===== config.mk =====
export PLATFORM = sky130hd
export DESIGN_NAME = crc_checked_command_frame_receiver_unit_flat
export DESIGN_NICKNAME = d
export VERILOG_FILES = /design/src/design/crcfr_pkg.sv /design/src/design/crcfr_channels.sv /design/src/design/crcfr_front.sv /design/src/design/crcfr_queue.sv /design/src/design/crcfr_back.sv /design/src/design/crc_checked_command_frame_receiver_unit.sv /design/src/flat_wrapper.sv
export VERILOG_INCLUDE_DIRS = /design/src /design/src/design
export SDC_FILE = /design/constraint.sdc
export NUM_CORES = 1
export LEC_CHECK = 0
export ABC_CLOCK_PERIOD_IN_PS = 15800
export BUFFER_PORTS_ARGS = -buffer_cell sky130_fd_sc_hd__buf_2
export CORE_MARGIN = 2
export CORE_UTILIZATION = 55
export DETAILED_ROUTE_END_ITERATION = 10
export PLACE_DENSITY = 0.73
export SYNTH_ARGS = -nofsm -noshare
export SYNTH_HDL_FRONTEND = slang
export SYNTH_SLANG_ARGS = --single-unit
export TNS_END_PERCENT = 100

===== constraint.sdc =====
create_clock -name clock -period 15.8 [get_ports clock]
set_input_delay 2.37 -clock clock [delete_from_list [all_inputs] [get_ports clock]]
set_output_delay 2.37 -clock clock [all_outputs]
set_load 0.005 [all_outputs]

===== src/design/crc_checked_command_frame_receiver_unit_macros.svh =====
// Assertion macros for the command frame receiver.
// Used by the top level only; no other dependencies.
`ifndef CRC_CHECKED_COMMAND_FRAME_RECEIVER_UNIT_MACROS_SVH
`define CRC_CHECKED_COMMAND_FRAME_RECEIVER_UNIT_MACROS_SVH

// Same-cycle implication, disabled in reset.
`define CRCFR_ASSERT_IMPLIES(label, clk, rst, lhs, rhs) \
   label: assert property (@(posedge clk) disable iff (rst) (lhs) |-> (rhs)) \
      else $error("frame receiver check failed");

// Next-cycle implication, disabled in reset.
`define CRCFR_ASSERT_NEXT(label, clk, rst, lhs, rhs) \
   label: assert property (@(posedge clk) disable iff (rst) (lhs) |=> (rhs)) \
      else $error("frame receiver check failed");

`endif


===== src/design/crcfr_pkg.sv =====
// Shared types, constants and the CRC-16 byte update for the frame receiver.
// No dependencies; the front, queue, back and top level import it.
`default_nettype none

package crcfr_pkg;

   localparam int FRAME_BYTES = 32;
   localparam int CRC_BYTES   = FRAME_BYTES - 2;
   localparam int POS_W       = $clog2(FRAME_BYTES);
   localparam int QUEUE_DEPTH = 2;
   localparam int CSR_IDX_W   = 2;
   localparam int CSR_DATA_W  = 16;

   localparam logic [15:0] CRC_INIT = 16'hFFFF;
   localparam logic [15:0] CRC_POLY = 16'h1021;

   localparam logic [15:0] YAW_DB_LOW_RESET  = 16'd1485;
   localparam logic [15:0] YAW_DB_HIGH_RESET = 16'd1515;
   localparam logic [15:0] RUN_THR_RESET     = 16'd1030;

   // CSR indexes
   localparam logic [CSR_IDX_W-1:0] CSR_YAW_DB_LOW  = 2'd0;
   localparam logic [CSR_IDX_W-1:0] CSR_YAW_DB_HIGH = 2'd1;
   localparam logic [CSR_IDX_W-1:0] CSR_RUN_THR     = 2'd2;

   // drive mode codes
   localparam logic [1:0] DRIVE_OFF  = 2'd0;
   localparam logic [1:0] DRIVE_IDLE = 2'd1;
   localparam logic [1:0] DRIVE_RUN  = 2'd2;

   typedef struct packed {
      logic [15:0] yaw_db_low;
      logic [15:0] yaw_db_high;
      logic [15:0] run_thr;
   } cfg_type;

   // Parsed record, bytes 2 to 29 of a frame
   typedef struct packed {
      logic [15:0] roll;
      logic [15:0] pitch;
      logic [15:0] throttle;
      logic [15:0] yaw;
      logic [31:0] roll_gain;
      logic [31:0] pitch_gain;
      logic [31:0] yaw_rate_gain;
      logic [31:0] yaw_heading_gain;
      logic [7:0]  failsafe_byte;
      logic [7:0]  arming_byte;
      logic [15:0] aux;
   } frame_rec_type;

   typedef struct packed {
      logic          ok;
      frame_rec_type rec;
   } frame_report_type;

   typedef struct packed {
      logic             valid;
      frame_report_type frame;
   } queue_port_type;

   function automatic logic [15:0] crc16_byte(input logic [15:0] crc, input logic [7:0] b);
      logic [15:0] c;
      c = crc ^ {b, 8'h00};
      for (int k = 0; k < 8; k++) begin
         c = c[15] ? ({c[14:0], 1'b0} ^ CRC_POLY) : {c[14:0], 1'b0};
      end
      return c;
   endfunction

endpackage

`default_nettype wire


===== src/design/crcfr_channels.sv =====
// Handshake channels of the frame receiver: request bytes and result records.
// No dependencies.
`default_nettype none

interface crcfr_req_if;
   logic       valid;
   logic       ready;
   logic [7:0] data_byte;
   logic       frame_last;

   modport source (output valid, data_byte, frame_last, input ready);
   modport sink   (input valid, data_byte, frame_last, output ready);
endinterface

interface crcfr_rsp_if;
   logic        valid;
   logic        ready;
   logic [15:0] roll_setpoint;
   logic [15:0] pitch_setpoint;
   logic [15:0] throttle_setpoint;
   logic [15:0] yaw_setpoint;
   logic [31:0] roll_gain_word;
   logic [31:0] pitch_gain_word;
   logic [31:0] yaw_gain_word;
   logic        failsafe_active;
   logic        armed;
   logic [15:0] aux_word;
   logic [1:0]  drive_mode;
   logic        frame_ok;

   modport source (output valid, roll_setpoint, pitch_setpoint, throttle_setpoint,
                   yaw_setpoint, roll_gain_word, pitch_gain_word, yaw_gain_word,
                   failsafe_active, armed, aux_word, drive_mode, frame_ok,
                   input ready);
   modport sink   (input valid, roll_setpoint, pitch_setpoint, throttle_setpoint,
                   yaw_setpoint, roll_gain_word, pitch_gain_word, yaw_gain_word,
                   failsafe_active, armed, aux_word, drive_mode, frame_ok,
                   output ready);
endinterface

`default_nettype wire


===== src/design/crcfr_front.sv =====
// Front end: takes frame bytes, stages them, runs the CRC and reports each frame end.
// Depends on crcfr_pkg and crcfr_channels.
`default_nettype none

module crcfr_front (
   input  wire logic                 clock,
   input  wire logic                 reset,
   crcfr_req_if.sink                 req_chan,
   input  wire logic                 push_ready,
   output crcfr_pkg::queue_port_type push
);
   import crcfr_pkg::*;

   logic [15:0]      crc_ff, crc_in;
   logic [POS_W-1:0] pos_ff, pos_in;
   logic             ovf_ff, ovf_in;
   logic [7:0]       staging_ff [FRAME_BYTES];
   logic             accept;
   logic             frame_ok;
   frame_rec_type    rec;

   assign req_chan.ready = push_ready;
   assign accept = req_chan.valid && req_chan.ready;

   assign frame_ok = !ovf_ff && (pos_ff == POS_W'(FRAME_BYTES - 1)) && req_chan.frame_last &&
                     (staging_ff[CRC_BYTES] == crc_ff[7:0]) &&
                     (req_chan.data_byte == crc_ff[15:8]);

   always_comb begin
      rec.roll             = {staging_ff[3], staging_ff[2]};
      rec.pitch            = {staging_ff[5], staging_ff[4]};
      rec.throttle         = {staging_ff[7], staging_ff[6]};
      rec.yaw              = {staging_ff[9], staging_ff[8]};
      rec.roll_gain        = {staging_ff[13], staging_ff[12], staging_ff[11], staging_ff[10]};
      rec.pitch_gain       = {staging_ff[17], staging_ff[16], staging_ff[15], staging_ff[14]};
      rec.yaw_rate_gain    = {staging_ff[21], staging_ff[20], staging_ff[19], staging_ff[18]};
      rec.yaw_heading_gain = {staging_ff[25], staging_ff[24], staging_ff[23], staging_ff[22]};
      rec.failsafe_byte    = staging_ff[26];
      rec.arming_byte      = staging_ff[27];
      rec.aux              = {staging_ff[29], staging_ff[28]};
   end

   always_comb begin
      push.valid     = accept && req_chan.frame_last;
      push.frame.ok  = frame_ok;
      push.frame.rec = rec;
   end

   always_comb begin
      crc_in = crc_ff;
      pos_in = pos_ff;
      ovf_in = ovf_ff;
      if (accept) begin
         if (req_chan.frame_last) begin
            crc_in = CRC_INIT;
            pos_in = '0;
            ovf_in = 1'b0;
         end else if (!ovf_ff) begin
            if (pos_ff < POS_W'(CRC_BYTES)) begin
               crc_in = crc16_byte(crc_ff, req_chan.data_byte);
            end
            pos_in = pos_ff + POS_W'(1);
            // past the last slot: drop further bytes until frame end
            if (pos_ff == POS_W'(FRAME_BYTES - 1)) begin
               ovf_in = 1'b1;
            end
         end
      end
   end

   always_ff @(posedge clock) begin
      if (reset) begin
         crc_ff <= CRC_INIT;
         pos_ff <= '0;
         ovf_ff <= 1'b0;
      end else begin
         crc_ff <= crc_in;
         pos_ff <= pos_in;
         ovf_ff <= ovf_in;
      end
   end

   always_ff @(posedge clock) begin
      if (accept && !ovf_ff) begin
         staging_ff[pos_ff] <= req_chan.data_byte;
      end
   end

endmodule

`default_nettype wire


===== src/design/crcfr_queue.sv =====
// Short queue of frame reports between front and back end.
// Depends on crcfr_pkg.
`default_nettype none

module crcfr_queue (
   input  wire logic                 clock,
   input  wire logic                 reset,
   input  wire crcfr_pkg::queue_port_type push,
   output logic                      push_ready,
   output crcfr_pkg::queue_port_type pop,
   input  wire logic                 pop_ready
);
   import crcfr_pkg::*;

   localparam int PTR_W = (QUEUE_DEPTH > 1) ? $clog2(QUEUE_DEPTH) : 1;
   localparam int CNT_W = $clog2(QUEUE_DEPTH + 1);

   frame_report_type entries_ff [QUEUE_DEPTH];
   logic [PTR_W-1:0] wr_ptr_ff, wr_ptr_in;
   logic [PTR_W-1:0] rd_ptr_ff, rd_ptr_in;
   logic [CNT_W-1:0] count_ff, count_in;
   logic             do_push, do_pop;

   assign push_ready = (count_ff != CNT_W'(QUEUE_DEPTH));
   assign pop.valid  = (count_ff != '0);
   assign pop.frame  = entries_ff[rd_ptr_ff];

   assign do_push = push.valid && push_ready;
   assign do_pop  = pop.valid && pop_ready;

   always_comb begin
      wr_ptr_in = wr_ptr_ff;
      rd_ptr_in = rd_ptr_ff;
      count_in  = count_ff;
      if (do_push) begin
         wr_ptr_in = (wr_ptr_ff == PTR_W'(QUEUE_DEPTH - 1)) ? '0 : wr_ptr_ff + PTR_W'(1);
      end
      if (do_pop) begin
         rd_ptr_in = (rd_ptr_ff == PTR_W'(QUEUE_DEPTH - 1)) ? '0 : rd_ptr_ff + PTR_W'(1);
      end
      priority if (do_push && !do_pop) begin
         count_in = count_ff + CNT_W'(1);
      end else if (do_pop && !do_push) begin
         count_in = count_ff - CNT_W'(1);
      end else begin
         count_in = count_ff;
      end
   end

   always_ff @(posedge clock) begin
      if (reset) begin
         wr_ptr_ff <= '0;
         rd_ptr_ff <= '0;
         count_ff  <= '0;
      end else begin
         wr_ptr_ff <= wr_ptr_in;
         rd_ptr_ff <= rd_ptr_in;
         count_ff  <= count_in;
      end
   end

   always_ff @(posedge clock) begin
      if (do_push) begin
         entries_ff[wr_ptr_ff] <= push.frame;
      end
   end

endmodule

`default_nettype wire


===== src/design/crcfr_back.sv =====
// Back end: keeps the held record, picks the yaw word and drive mode, drives results.
// Depends on crcfr_pkg and crcfr_channels.
`default_nettype none

module crcfr_back (
   input  wire logic                 clock,
   input  wire logic                 reset,
   input  wire crcfr_pkg::cfg_type   cfg,
   input  wire crcfr_pkg::queue_port_type pop,
   output logic                      pop_ready,
   crcfr_rsp_if.source               rsp_chan
);
   import crcfr_pkg::*;

   frame_rec_type held_ff, held_in;
   logic          out_valid_ff, out_valid_in;
   frame_rec_type out_rec_ff;
   logic [31:0]   out_yaw_word_ff, yaw_word_in;
   logic [1:0]    out_mode_ff, mode_in;
   logic          out_ok_ff;
   logic          out_fs_ff, out_arm_ff;
   logic          fs_in, arm_in;
   logic          do_pop;

   assign pop_ready = !out_valid_ff || rsp_chan.ready;
   assign do_pop    = pop.valid && pop_ready;

   always_comb begin
      held_in = (pop.frame.ok) ? pop.frame.rec : held_ff;
      fs_in   = (held_in.failsafe_byte != 8'd0);
      arm_in  = (held_in.arming_byte == 8'd1);
      yaw_word_in = (held_in.yaw < cfg.yaw_db_low || held_in.yaw > cfg.yaw_db_high) ?
                    held_in.yaw_rate_gain : held_in.yaw_heading_gain;
      if (arm_in && !fs_in) begin
         mode_in = (held_in.throttle > cfg.run_thr) ? DRIVE_RUN : DRIVE_IDLE;
      end else begin
         mode_in = DRIVE_OFF;
      end
      out_valid_in = do_pop || (out_valid_ff && !rsp_chan.ready);
   end

   always_ff @(posedge clock) begin
      if (reset) begin
         held_ff      <= '0;
         out_valid_ff <= 1'b0;
      end else begin
         out_valid_ff <= out_valid_in;
         if (do_pop) begin
            held_ff <= held_in;
         end
      end
   end

   always_ff @(posedge clock) begin
      if (do_pop) begin
         out_rec_ff      <= held_in;
         out_yaw_word_ff <= yaw_word_in;
         out_mode_ff     <= mode_in;
         out_ok_ff       <= pop.frame.ok;
         out_fs_ff       <= fs_in;
         out_arm_ff      <= arm_in;
      end
   end

   assign rsp_chan.valid             = out_valid_ff;
   assign rsp_chan.roll_setpoint     = out_rec_ff.roll;
   assign rsp_chan.pitch_setpoint    = out_rec_ff.pitch;
   assign rsp_chan.throttle_setpoint = out_rec_ff.throttle;
   assign rsp_chan.yaw_setpoint      = out_rec_ff.yaw;
   assign rsp_chan.roll_gain_word    = out_rec_ff.roll_gain;
   assign rsp_chan.pitch_gain_word   = out_rec_ff.pitch_gain;
   assign rsp_chan.yaw_gain_word     = out_yaw_word_ff;
   assign rsp_chan.failsafe_active   = out_fs_ff;
   assign rsp_chan.armed             = out_arm_ff;
   assign rsp_chan.aux_word          = out_rec_ff.aux;
   assign rsp_chan.drive_mode        = out_mode_ff;
   assign rsp_chan.frame_ok          = out_ok_ff;

endmodule

`default_nettype wire


===== src/design/crc_checked_command_frame_receiver_unit.sv =====
// Top level of the CRC-checked command frame receiver: CSRs, front, queue, back.
// Depends on crcfr_pkg, crcfr_channels, crcfr_front, crcfr_queue, crcfr_back and the macros.
`default_nettype none
`include "crc_checked_command_frame_receiver_unit_macros.svh"

// Receives 32-byte command frames one word (byte) per cycle on req_chan and
// checks a CRC-16 (poly 0x1021, init 0xFFFF, MSB first, no final xor) over
// bytes 0 to 29 against byte 30 (CRC low) and byte 31 (CRC high). A frame is
// good only if frame_last comes with its 32nd byte and the CRC matches; a
// good frame replaces the held record (little-endian setpoints, gain words,
// flag and aux bytes), a bad one leaves it alone. Every frame end, good or
// bad, produces one result word on rsp_chan carrying the held record, the
// yaw word picked by the deadband CSRs, a drive mode (off, idle, run) and
// frame_ok. Bytes past the 32nd are dropped until frame_last. Rate: one
// byte per cycle, sustained, including back-to-back frame ends; req ready
// falls only when the two-entry report queue between the byte front end and
// the record back end is full, which happens only while rsp ready is held
// low. The report of the last byte is written into the queue entry register
// and is then loaded from the queue head into the output register driving
// rsp_chan, so the result word is registered. CSRs: index 0 yaw deadband low
// (1485), 1 yaw deadband high (1515), 2 run throttle threshold (1030); write
// them only while no frame report is in flight.
module crc_checked_command_frame_receiver_unit (
   input  wire logic                                 clock,
   input  wire logic                                 reset,
   crcfr_req_if.sink                                 req_chan,
   crcfr_rsp_if.source                               rsp_chan,
   input  wire logic                                 csr_write_enable,
   input  wire logic [crcfr_pkg::CSR_IDX_W-1:0]      csr_index,
   input  wire logic [crcfr_pkg::CSR_DATA_W-1:0]     csr_write_data
);
   import crcfr_pkg::*;

   cfg_type        cfg_ff, cfg_in;
   queue_port_type push;
   queue_port_type pop;
   logic           push_ready;
   logic           pop_ready;

   // CSR write decode; an index past the list is ignored
   always_comb begin
      cfg_in = cfg_ff;
      if (csr_write_enable) begin
         unique case (csr_index)
            CSR_YAW_DB_LOW:  cfg_in.yaw_db_low  = csr_write_data;
            CSR_YAW_DB_HIGH: cfg_in.yaw_db_high = csr_write_data;
            CSR_RUN_THR:     cfg_in.run_thr     = csr_write_data;
            default:         cfg_in = cfg_ff;
         endcase
      end
   end

   always_ff @(posedge clock) begin
      if (reset) begin
         cfg_ff.yaw_db_low  <= YAW_DB_LOW_RESET;
         cfg_ff.yaw_db_high <= YAW_DB_HIGH_RESET;
         cfg_ff.run_thr     <= RUN_THR_RESET;
      end else begin
         cfg_ff <= cfg_in;
      end
   end

   // Front: stage bytes, run the CRC, push one report per frame end
   crcfr_front u_front (
      .clock      (clock),
      .reset      (reset),
      .req_chan   (req_chan),
      .push_ready (push_ready),
      .push       (push)
   );

   // Queue: decouple byte intake from result stalls
   crcfr_queue u_queue (
      .clock      (clock),
      .reset      (reset),
      .push       (push),
      .push_ready (push_ready),
      .pop        (pop),
      .pop_ready  (pop_ready)
   );

   // Back: update the held record and drive the result register
   crcfr_back u_back (
      .clock     (clock),
      .reset     (reset),
      .cfg       (cfg_ff),
      .pop       (pop),
      .pop_ready (pop_ready),
      .rsp_chan  (rsp_chan)
   );

   // A full queue must hold off the byte side
   `CRCFR_ASSERT_IMPLIES(a_full_blocks_req, clock, reset, !push_ready, !req_chan.ready)
   // Pop only into a free or draining output register
   `CRCFR_ASSERT_IMPLIES(a_pop_into_free_slot, clock, reset, pop.valid && pop_ready,
                         !rsp_chan.valid || rsp_chan.ready)
   // Run mode only for an armed record without failsafe
   `CRCFR_ASSERT_IMPLIES(a_run_needs_armed, clock, reset,
                         rsp_chan.valid && rsp_chan.drive_mode == DRIVE_RUN,
                         rsp_chan.armed && !rsp_chan.failsafe_active)
   // A popped report shows up as a result on the next cycle
   `CRCFR_ASSERT_NEXT(a_pop_gives_result, clock, reset, pop.valid && pop_ready,
                      rsp_chan.valid)

endmodule

`default_nettype wire

===== src/flat_wrapper.sv =====
// flat-port wrapper written by rule: the top's interface ports become plain ports
module crc_checked_command_frame_receiver_unit_flat import crcfr_pkg::*;
  (clock, reset, csr_write_enable, csr_index, csr_write_data, req_chan_valid, req_chan_data_byte, req_chan_frame_last, req_chan_ready, rsp_chan_valid, rsp_chan_roll_setpoint, rsp_chan_pitch_setpoint, rsp_chan_throttle_setpoint, rsp_chan_yaw_setpoint, rsp_chan_roll_gain_word, rsp_chan_pitch_gain_word, rsp_chan_yaw_gain_word, rsp_chan_failsafe_active, rsp_chan_armed, rsp_chan_aux_word, rsp_chan_drive_mode, rsp_chan_frame_ok, rsp_chan_ready);
  crcfr_req_if req_chan_i ();
  crcfr_rsp_if rsp_chan_i ();
  input  wire logic clock;
  input  wire logic reset;
  input  wire logic csr_write_enable;
  input  wire logic [crcfr_pkg::CSR_IDX_W-1:0] csr_index;
  input  wire logic [crcfr_pkg::CSR_DATA_W-1:0] csr_write_data;
  input wire logic [$bits(req_chan_i.valid)-1:0] req_chan_valid;
  input wire logic [$bits(req_chan_i.data_byte)-1:0] req_chan_data_byte;
  input wire logic [$bits(req_chan_i.frame_last)-1:0] req_chan_frame_last;
  output wire logic [$bits(req_chan_i.ready)-1:0] req_chan_ready;
  output wire logic [$bits(rsp_chan_i.valid)-1:0] rsp_chan_valid;
  output wire logic [$bits(rsp_chan_i.roll_setpoint)-1:0] rsp_chan_roll_setpoint;
  output wire logic [$bits(rsp_chan_i.pitch_setpoint)-1:0] rsp_chan_pitch_setpoint;
  output wire logic [$bits(rsp_chan_i.throttle_setpoint)-1:0] rsp_chan_throttle_setpoint;
  output wire logic [$bits(rsp_chan_i.yaw_setpoint)-1:0] rsp_chan_yaw_setpoint;
  output wire logic [$bits(rsp_chan_i.roll_gain_word)-1:0] rsp_chan_roll_gain_word;
  output wire logic [$bits(rsp_chan_i.pitch_gain_word)-1:0] rsp_chan_pitch_gain_word;
  output wire logic [$bits(rsp_chan_i.yaw_gain_word)-1:0] rsp_chan_yaw_gain_word;
  output wire logic [$bits(rsp_chan_i.failsafe_active)-1:0] rsp_chan_failsafe_active;
  output wire logic [$bits(rsp_chan_i.armed)-1:0] rsp_chan_armed;
  output wire logic [$bits(rsp_chan_i.aux_word)-1:0] rsp_chan_aux_word;
  output wire logic [$bits(rsp_chan_i.drive_mode)-1:0] rsp_chan_drive_mode;
  output wire logic [$bits(rsp_chan_i.frame_ok)-1:0] rsp_chan_frame_ok;
  input wire logic [$bits(rsp_chan_i.ready)-1:0] rsp_chan_ready;
  assign req_chan_i.valid = req_chan_valid;
  assign req_chan_i.data_byte = req_chan_data_byte;
  assign req_chan_i.frame_last = req_chan_frame_last;
  assign req_chan_ready = req_chan_i.ready;
  assign rsp_chan_valid = rsp_chan_i.valid;
  assign rsp_chan_roll_setpoint = rsp_chan_i.roll_setpoint;
  assign rsp_chan_pitch_setpoint = rsp_chan_i.pitch_setpoint;
  assign rsp_chan_throttle_setpoint = rsp_chan_i.throttle_setpoint;
  assign rsp_chan_yaw_setpoint = rsp_chan_i.yaw_setpoint;
  assign rsp_chan_roll_gain_word = rsp_chan_i.roll_gain_word;
  assign rsp_chan_pitch_gain_word = rsp_chan_i.pitch_gain_word;
  assign rsp_chan_yaw_gain_word = rsp_chan_i.yaw_gain_word;
  assign rsp_chan_failsafe_active = rsp_chan_i.failsafe_active;
  assign rsp_chan_armed = rsp_chan_i.armed;
  assign rsp_chan_aux_word = rsp_chan_i.aux_word;
  assign rsp_chan_drive_mode = rsp_chan_i.drive_mode;
  assign rsp_chan_frame_ok = rsp_chan_i.frame_ok;
  assign rsp_chan_i.ready = rsp_chan_ready;
  crc_checked_command_frame_receiver_unit u_core (.clock(clock), .reset(reset), .req_chan(req_chan_i), .rsp_chan(rsp_chan_i), .csr_write_enable(csr_write_enable), .csr_index(csr_index), .csr_write_data(csr_write_data));
endmodule

==> results.yml, run 1 <==
logic_synthesis:
  syn_area_per_cell_um2: 14.11
  async_flop_share: 0
  ys_top_cells_by_area: "edfxtp_1 (60%), dfxtp_1 (14%), mux2i_1 (8.9%)"
  synth_top_area_cell: "edfxtp_1"
  yosysSeqAreaShare: 0.7386
  yosysTopAreaCellShare: 0.5997
  synth.distinct_cells: 51
  yosys_warnings: 0
  postSynthCellCount: 3063
  synthesis.nets: 3148
  synth_edf_count: 863
  synth-seq-cells: 1163
  synthFlopType: "edfxtp_1"
  syn-cell-area_mm2: 0.04322
finish:
  layout.area.seq_mm2: 0.03192
  num-fill-cells: 5615
  antennaDiodeCount: 0
  nets: 3342
  multi_input_area_mm2: 0.01045
  layout_common_cells: "edfxtp_1 (863), nor2_1 (440), mux2i_1 (383)"
  area_growth_pct: 13.46
  layout_commonest_cell: "edfxtp_1"
  layout-drive-gt1-share: 0.1297
critical_path:
  required_ns: 16.18
  path_class: "reg2reg"
  cp-start-kind: "flip-flop"
  r2r_setup_slack_ns: 10.06
  cp_max_fo: 104
  arrival_ns: 6.13
  cp-end-kind: "flip-flop"
detailed_routing:
  vias: 24300
  remaining_drc_errors: 0
  ant_nets: 0
  drtIter0Drc: 2005
  wl_per_cell_um: 20.15
  post_drt_via_cell_ratio: 5.530
  routed_wl_um: 88560
  firstDrtPassIters: 6
power:
  ir_drop_uv: 144.8
  sw_frac_of_total: 0.2822
  p_comb_frac: 0.206
  totalPowerFinal_uw: 8528
  powerDensity_mw_per_mm2: 173.9
  clkPwrFrac: 0.318
  leakagePower_uw: 0.01733
  p_seq_frac: 0.476
  p_int_uw: 6121
  p_switching_uw: 2407
sta:
  period_needed_ns: 5.744
  setup_viol: 0
  slew_violations: 0
  max_freq_mhz: 174.1
  rsz0062_at_grt: "false"
  slew_headroom: 0.1739
  hold_violations: 0
  hold-worst-slack_ns: 0.4323
  setup_ws_ns: 10.06
  fin_skew_ns: 0.02706
  tns_ns: 0
  worst_slew_pin_slew_ns: 1.235
  fin_crit_sh: 0.3635
floorplan:
  dieArea_mm2: 0.08083
  ios: 215
  rows: 102
  die_w_um: 284.3
  initial_core_util: 0.5570
  design.core.area_mm2: 0.07759
  die_h_um: 284.3
global_routing:
  antenna_found_initial: 3
  grt_pass1_wl_um: 136000
  grt_max_degree: 203
  grt.overflow.total: 0
  grt_pass1_vias: 24270
  track_usage: 0.2158
clock_network:
  cts_resized: 0
  clock_sinks: 1163
  insertion_delay_ns: 0.68
  cts.path.max_buffers: 3
  clock-root-buffer: "clkbuf_16"
  hold_buffers: 0
  cts_setup_buffers: 0
  cts_tree: "done"
  path_clk_slew_ns: 0.06
  numCtsBuffers: 111
  cts_max_level: 3
placed_design:
  place_ws_ns: 9.994
  hpwl_um: 52470
  port_buffers: 214
  gp_routability_congestion: 0.8726
flow_run:
  drv_cap: 0
hold_path:
  hp-class: "reg2reg"
status:
  status: "finished, final reports clean"
[per-layer routing]
metal | share of wire | global-route usage
met2 | 0.51 | 0.3785
met3 | 0.050 | 0.02640
met5 | 0 | 0
met4 | 0.024 | 0.06776
met1 | 0.41 | 0.2812
[final cells by class]
cell class / count / area share
inverter: 53 / 0.004210
clock inverter: 57 / 0.01457
multi-input combinational: 1683 / 0.2131
tap: 1040 / 0.02654
timing repair buffer: 245 / 0.02730
clock buffer: 154 / 0.06323
sequential: 1163 / 0.6511
[worst max-delay path, cell delays in order (launching register included)]
cell	delay, ns
dfxtp_4	0.92
mux2i_4	0.80
buf_4	0.77
o21ai_0	0.43
ha_1	0.41
and3_1	0.20
a221o_1	0.35
a221oi_1	0.38
nor2_1	0.13
a211oi_4	0.22
buf_4	0.55
mux2i_1	0.21
[per-stage QoR]
step / util / instances / instance area [um^2]
floorplan: - / 3063 / 43220
global route: 0.6319 / 4395 / 49030
detailed placement: 0.5827 / 4184 / 45220
global placement: 0.5827 / 4184 / 45220
finish: 0.6319 / 4395 / 49030
CTS: 0.6319 / 4395 / 49030
[sequential cells by signal, indices dropped and copies added (netlist names), 32 cells and up, named ones only]
signal,flops
u_core.u_front.staging_ff,232
u_core.u_queue.entries_ff,450
u_core.u_back.rsp_chan.yaw_gain_word,32
u_core.u_back.rsp_chan.roll_gain_word,32
u_core.cfg_ff,48
u_core.u_back.held_ff,224
u_core.u_back.rsp_chan.pitch_gain_word,32
[cells by family after synthesis]
| kind of cell | share of synthesized area |
|---|---|
| flip-flops | 0.7386 |
| adder cells (fa/ha/maj) | 0.01534 |
| AO/OA/AOI/OAI | 0.05226 |
| buffers and inverters | 0.02056 |
| XOR/XNOR | 0.007701 |
| AND/OR/NAND/NOR | 0.07629 |
| multiplexers | 0.08923 |
[power by group through the flow]
| stage | Combinational (uW) | Sequential (uW) | Clock (uW) |
|---|---|---|---|
| after floorplan | 1170 | 4150 | 0 |
| after global placement | 1700 | 4110 | 0 |
| after detailed placement | 1760 | 4120 | 0 |
| after CTS | 1770 | 4060 | 2760 |
| after global routing | 1930 | 4110 | 2880 |
| final | 1750 | 4060 | 2720 |
[worst paths after layout]
path / start / end / cells past startpoint
setup / recovery: flip-flop / u_core.u_back.rsp_chan.yaw_gain_word[19] / 11
hold / removal: u_core.u_front.staging_ff[29][7] / u_core.u_queue.entries_ff[1][15] / 0
setup reg to reg: flip-flop / u_core.u_back.rsp_chan.yaw_gain_word[19] / 11
hold reg to reg: u_core.u_front.staging_ff[29][7] / u_core.u_queue.entries_ff[1][15] / 0
[Yosys cell counts (3+ instances only)]
library cell  count
dfxtp_1         300
xor2_1           21
a21oi_1         195
buf_2            37
a211o_1          12
xnor2_1          17
and2_1            3
nor4_1            5
clkbuf_1         95
nand3b_1         21
nand2_1         239
o21a_1            6
buf_6             3
buf_1            27
a211oi_1          3
nor2_1          440
inv_1            51
a21o_1            5
a221oi_1          9
nor3b_1           6
o21bai_1         16
mux2i_1         383
nand3_1          18
nor3_1           18
o211ai_1          3
or3b_2            3
o21ai_0         148
and3_1           11
nor2b_1          12
ha_1             53
edfxtp_1        863
nand4_1          14
Power figures use the tool's default switching activity.
==> run 2: changes to the inputs <==
ABC_CLOCK_PERIOD_IN_PS = 5700   (was 15800)
clock period = 5.7 ns   (was 15.8 ns; I/O delays follow)
==> results.yml, run 2 (synthesis gave the netlist of run 1 again) <==
placed_design:
  hpwl_um: 52380
  dp.cells: 4186
  gp_routability_congestion: 0.9096
  port_buffers: 214
status:
  status: "finished, final reports clean"
global_routing:
  grt_pass1_wl_um: 137300
  track_usage: 0.2191
  grt_pass1_vias: 24260
  grt.overflow.total: 0
  antenna_found_initial: 3
  grt_max_degree: 284
sta:
  tns_ns: 0
  period_needed_ns: 4.508
  rsz0062_at_grt: "false"
  fin_crit_sh: 0.7908
  worst_slew_pin_slew_ns: 1.321
  hold_violations: 0
  slew_headroom: 0.1164
  setup_viol: 0
  fin_skew_ns: 0.04666
  slew_violations: 0
  max_freq_mhz: 221.8
clock_network:
  insertion_delay_ns: 0.69
  path_clk_slew_ns: 0.06
  hold_buffers: 0
  cts_max_level: 3
  cts_resized: 0
  cts_setup_buffers: 0
  numCtsBuffers: 111
  cts.path.max_buffers: 3
  clock_sinks: 1163
  clock-root-buffer: "clkbuf_16"
  cts_tree: "done"
finish:
  antennaDiodeCount: 0
  nets: 3344
  area_growth_pct: 13.81
  largest_register_ffs: 450
  layout-drive-gt1-share: 0.1332
  largest-register: "u_core.u_queue.entries_ff"
  layout_common_cells: "edfxtp_1 (863), nor2_1 (440), mux2i_1 (383)"
  reg.largest.list: "u_core.u_queue.entries_ff x450, u_core.u_front.staging_ff x232, u_core.u_back.held_ff x224"
  layout_commonest_cell: "edfxtp_1"
  final_cells: 4396
  num-fill-cells: 5581
detailed_routing:
  drtIter0Drc: 1821
  drt-met1-wl_um: 37930
  top_layer: "met5"
  vias: 24310
  post_drt_via_cell_ratio: 5.530
  wl_per_cell_um: 20.47
  remaining_drc_errors: 0
  route.met3.wl_um: 4470
  routed_wl_um: 89990
  firstDrtPassIters: 6
  wl_met2_um: 45160
  ant_nets: 0
critical_path:
  cp-end-kind: "flip-flop"
  arrival_ns: 4.91
  path_class: "reg2reg"
  cp_max_fo: 67
  crit_chain: "buf_4 -> mux2i_1 -> o21ai_0 -> ha_1 -> and3_1 -> a221o_1 -> a221oi_1 -> nor2_1 -> a211oi_4 -> buf_4 -> mux2i_1"
  required_ns: 6.11
  cp-start-kind: "flip-flop"
  cp_slowest_cell: "buf_4"
  cp_top_family: "compound AO/OA/AOI/OAI gates"
  timing.critical_path.buf_inv: 2
  max_stage_delay_ns: 0.79
power:
  ir_drop_uv: 304.2
  p_int_uw: 17020
  p_comb_frac: 0.207
  p_seq_frac: 0.472
  powerDensity_mw_per_mm2: 483.8
  totalPowerFinal_uw: 23800
  leakagePower_uw: 0.01739
  clkPwrFrac: 0.321
  p_switching_uw: 6774
  sw_frac_of_total: 0.2847
flow_run:
  drv_cap: 0
floorplan:
  die_w_um: 284.3
  initial_core_util: 0.5570
  design.core.area_mm2: 0.07759
  dieArea_mm2: 0.08083
  ios: 215
  die_h_um: 284.3
  rows: 102
hold_path:
  hp-class: "reg2reg"
[run 2: per-stage QoR]
stage | utilization | setup WS, ns | hold slack [ns] | area (um^2)
2_1_floorplan | - | 0.6076 | 0.4215 | 43230
3_3_place_gp | 0.5839 | 1.325 | 0.4217 | 45310
3_5_place_dp | 0.5839 | 1.273 | 0.4290 | 45310
4_1_cts | 0.6339 | 1.245 | 0.4123 | 49190
5_1_grt | 0.6339 | 0.9063 | 0.4146 | 49190
6_report | 0.6339 | 1.192 | 0.4137 | 49190
[run 2: path summary, 6_finish.rpt]
check	cells after the start	end	slack [ns]	from
worst max register to register	11	u_core.u_back.rsp_chan.yaw_gain_word[25]	1.19	flip-flop
worst max-delay path	11	u_core.u_back.rsp_chan.yaw_gain_word[25]	1.19	flip-flop
worst min register to register	0	u_core.u_queue.entries_ff[1][11]	0.41	u_core.u_front.staging_ff[29][3]
worst min-delay path	0	u_core.u_queue.entries_ff[1][11]	0.41	u_core.u_front.staging_ff[29][3]
[run 2: routing by layer]
metal,vias to the layer above,global-route usage
met5,-,0
met4,4,0.07447
met3,151,0.03226
met2,623,0.3766
met1,12100,0.2862
li1,11430,-
[run 2: layout make-up]
type / instances / area, um^2 / share of cell area
clock inverters: 71 / 872.1 / 0.01773
multi-input cells: 1683 / 10450 / 0.2124
inverters: 53 / 206.4 / 0.004197
clock buffers: 139 / 3007 / 0.06113
flip-flops and latches: 1163 / 31920 / 0.6491
well taps: 1040 / 1301 / 0.02646
repair buffers: 247 / 1429 / 0.02905
[run 2: power groups by stage]
stage          Combinational [uW]  Clock, uW  Sequential (uW)
5_1_grt                      5410       8100            11300
4_1_cts                      4980       7760            11200
3_3_place_gp                 4800          0            11400
3_5_place_dp                 4950          0            11400
2_1_floorplan                3230          0            11400
6_report                     4940       7640            11200
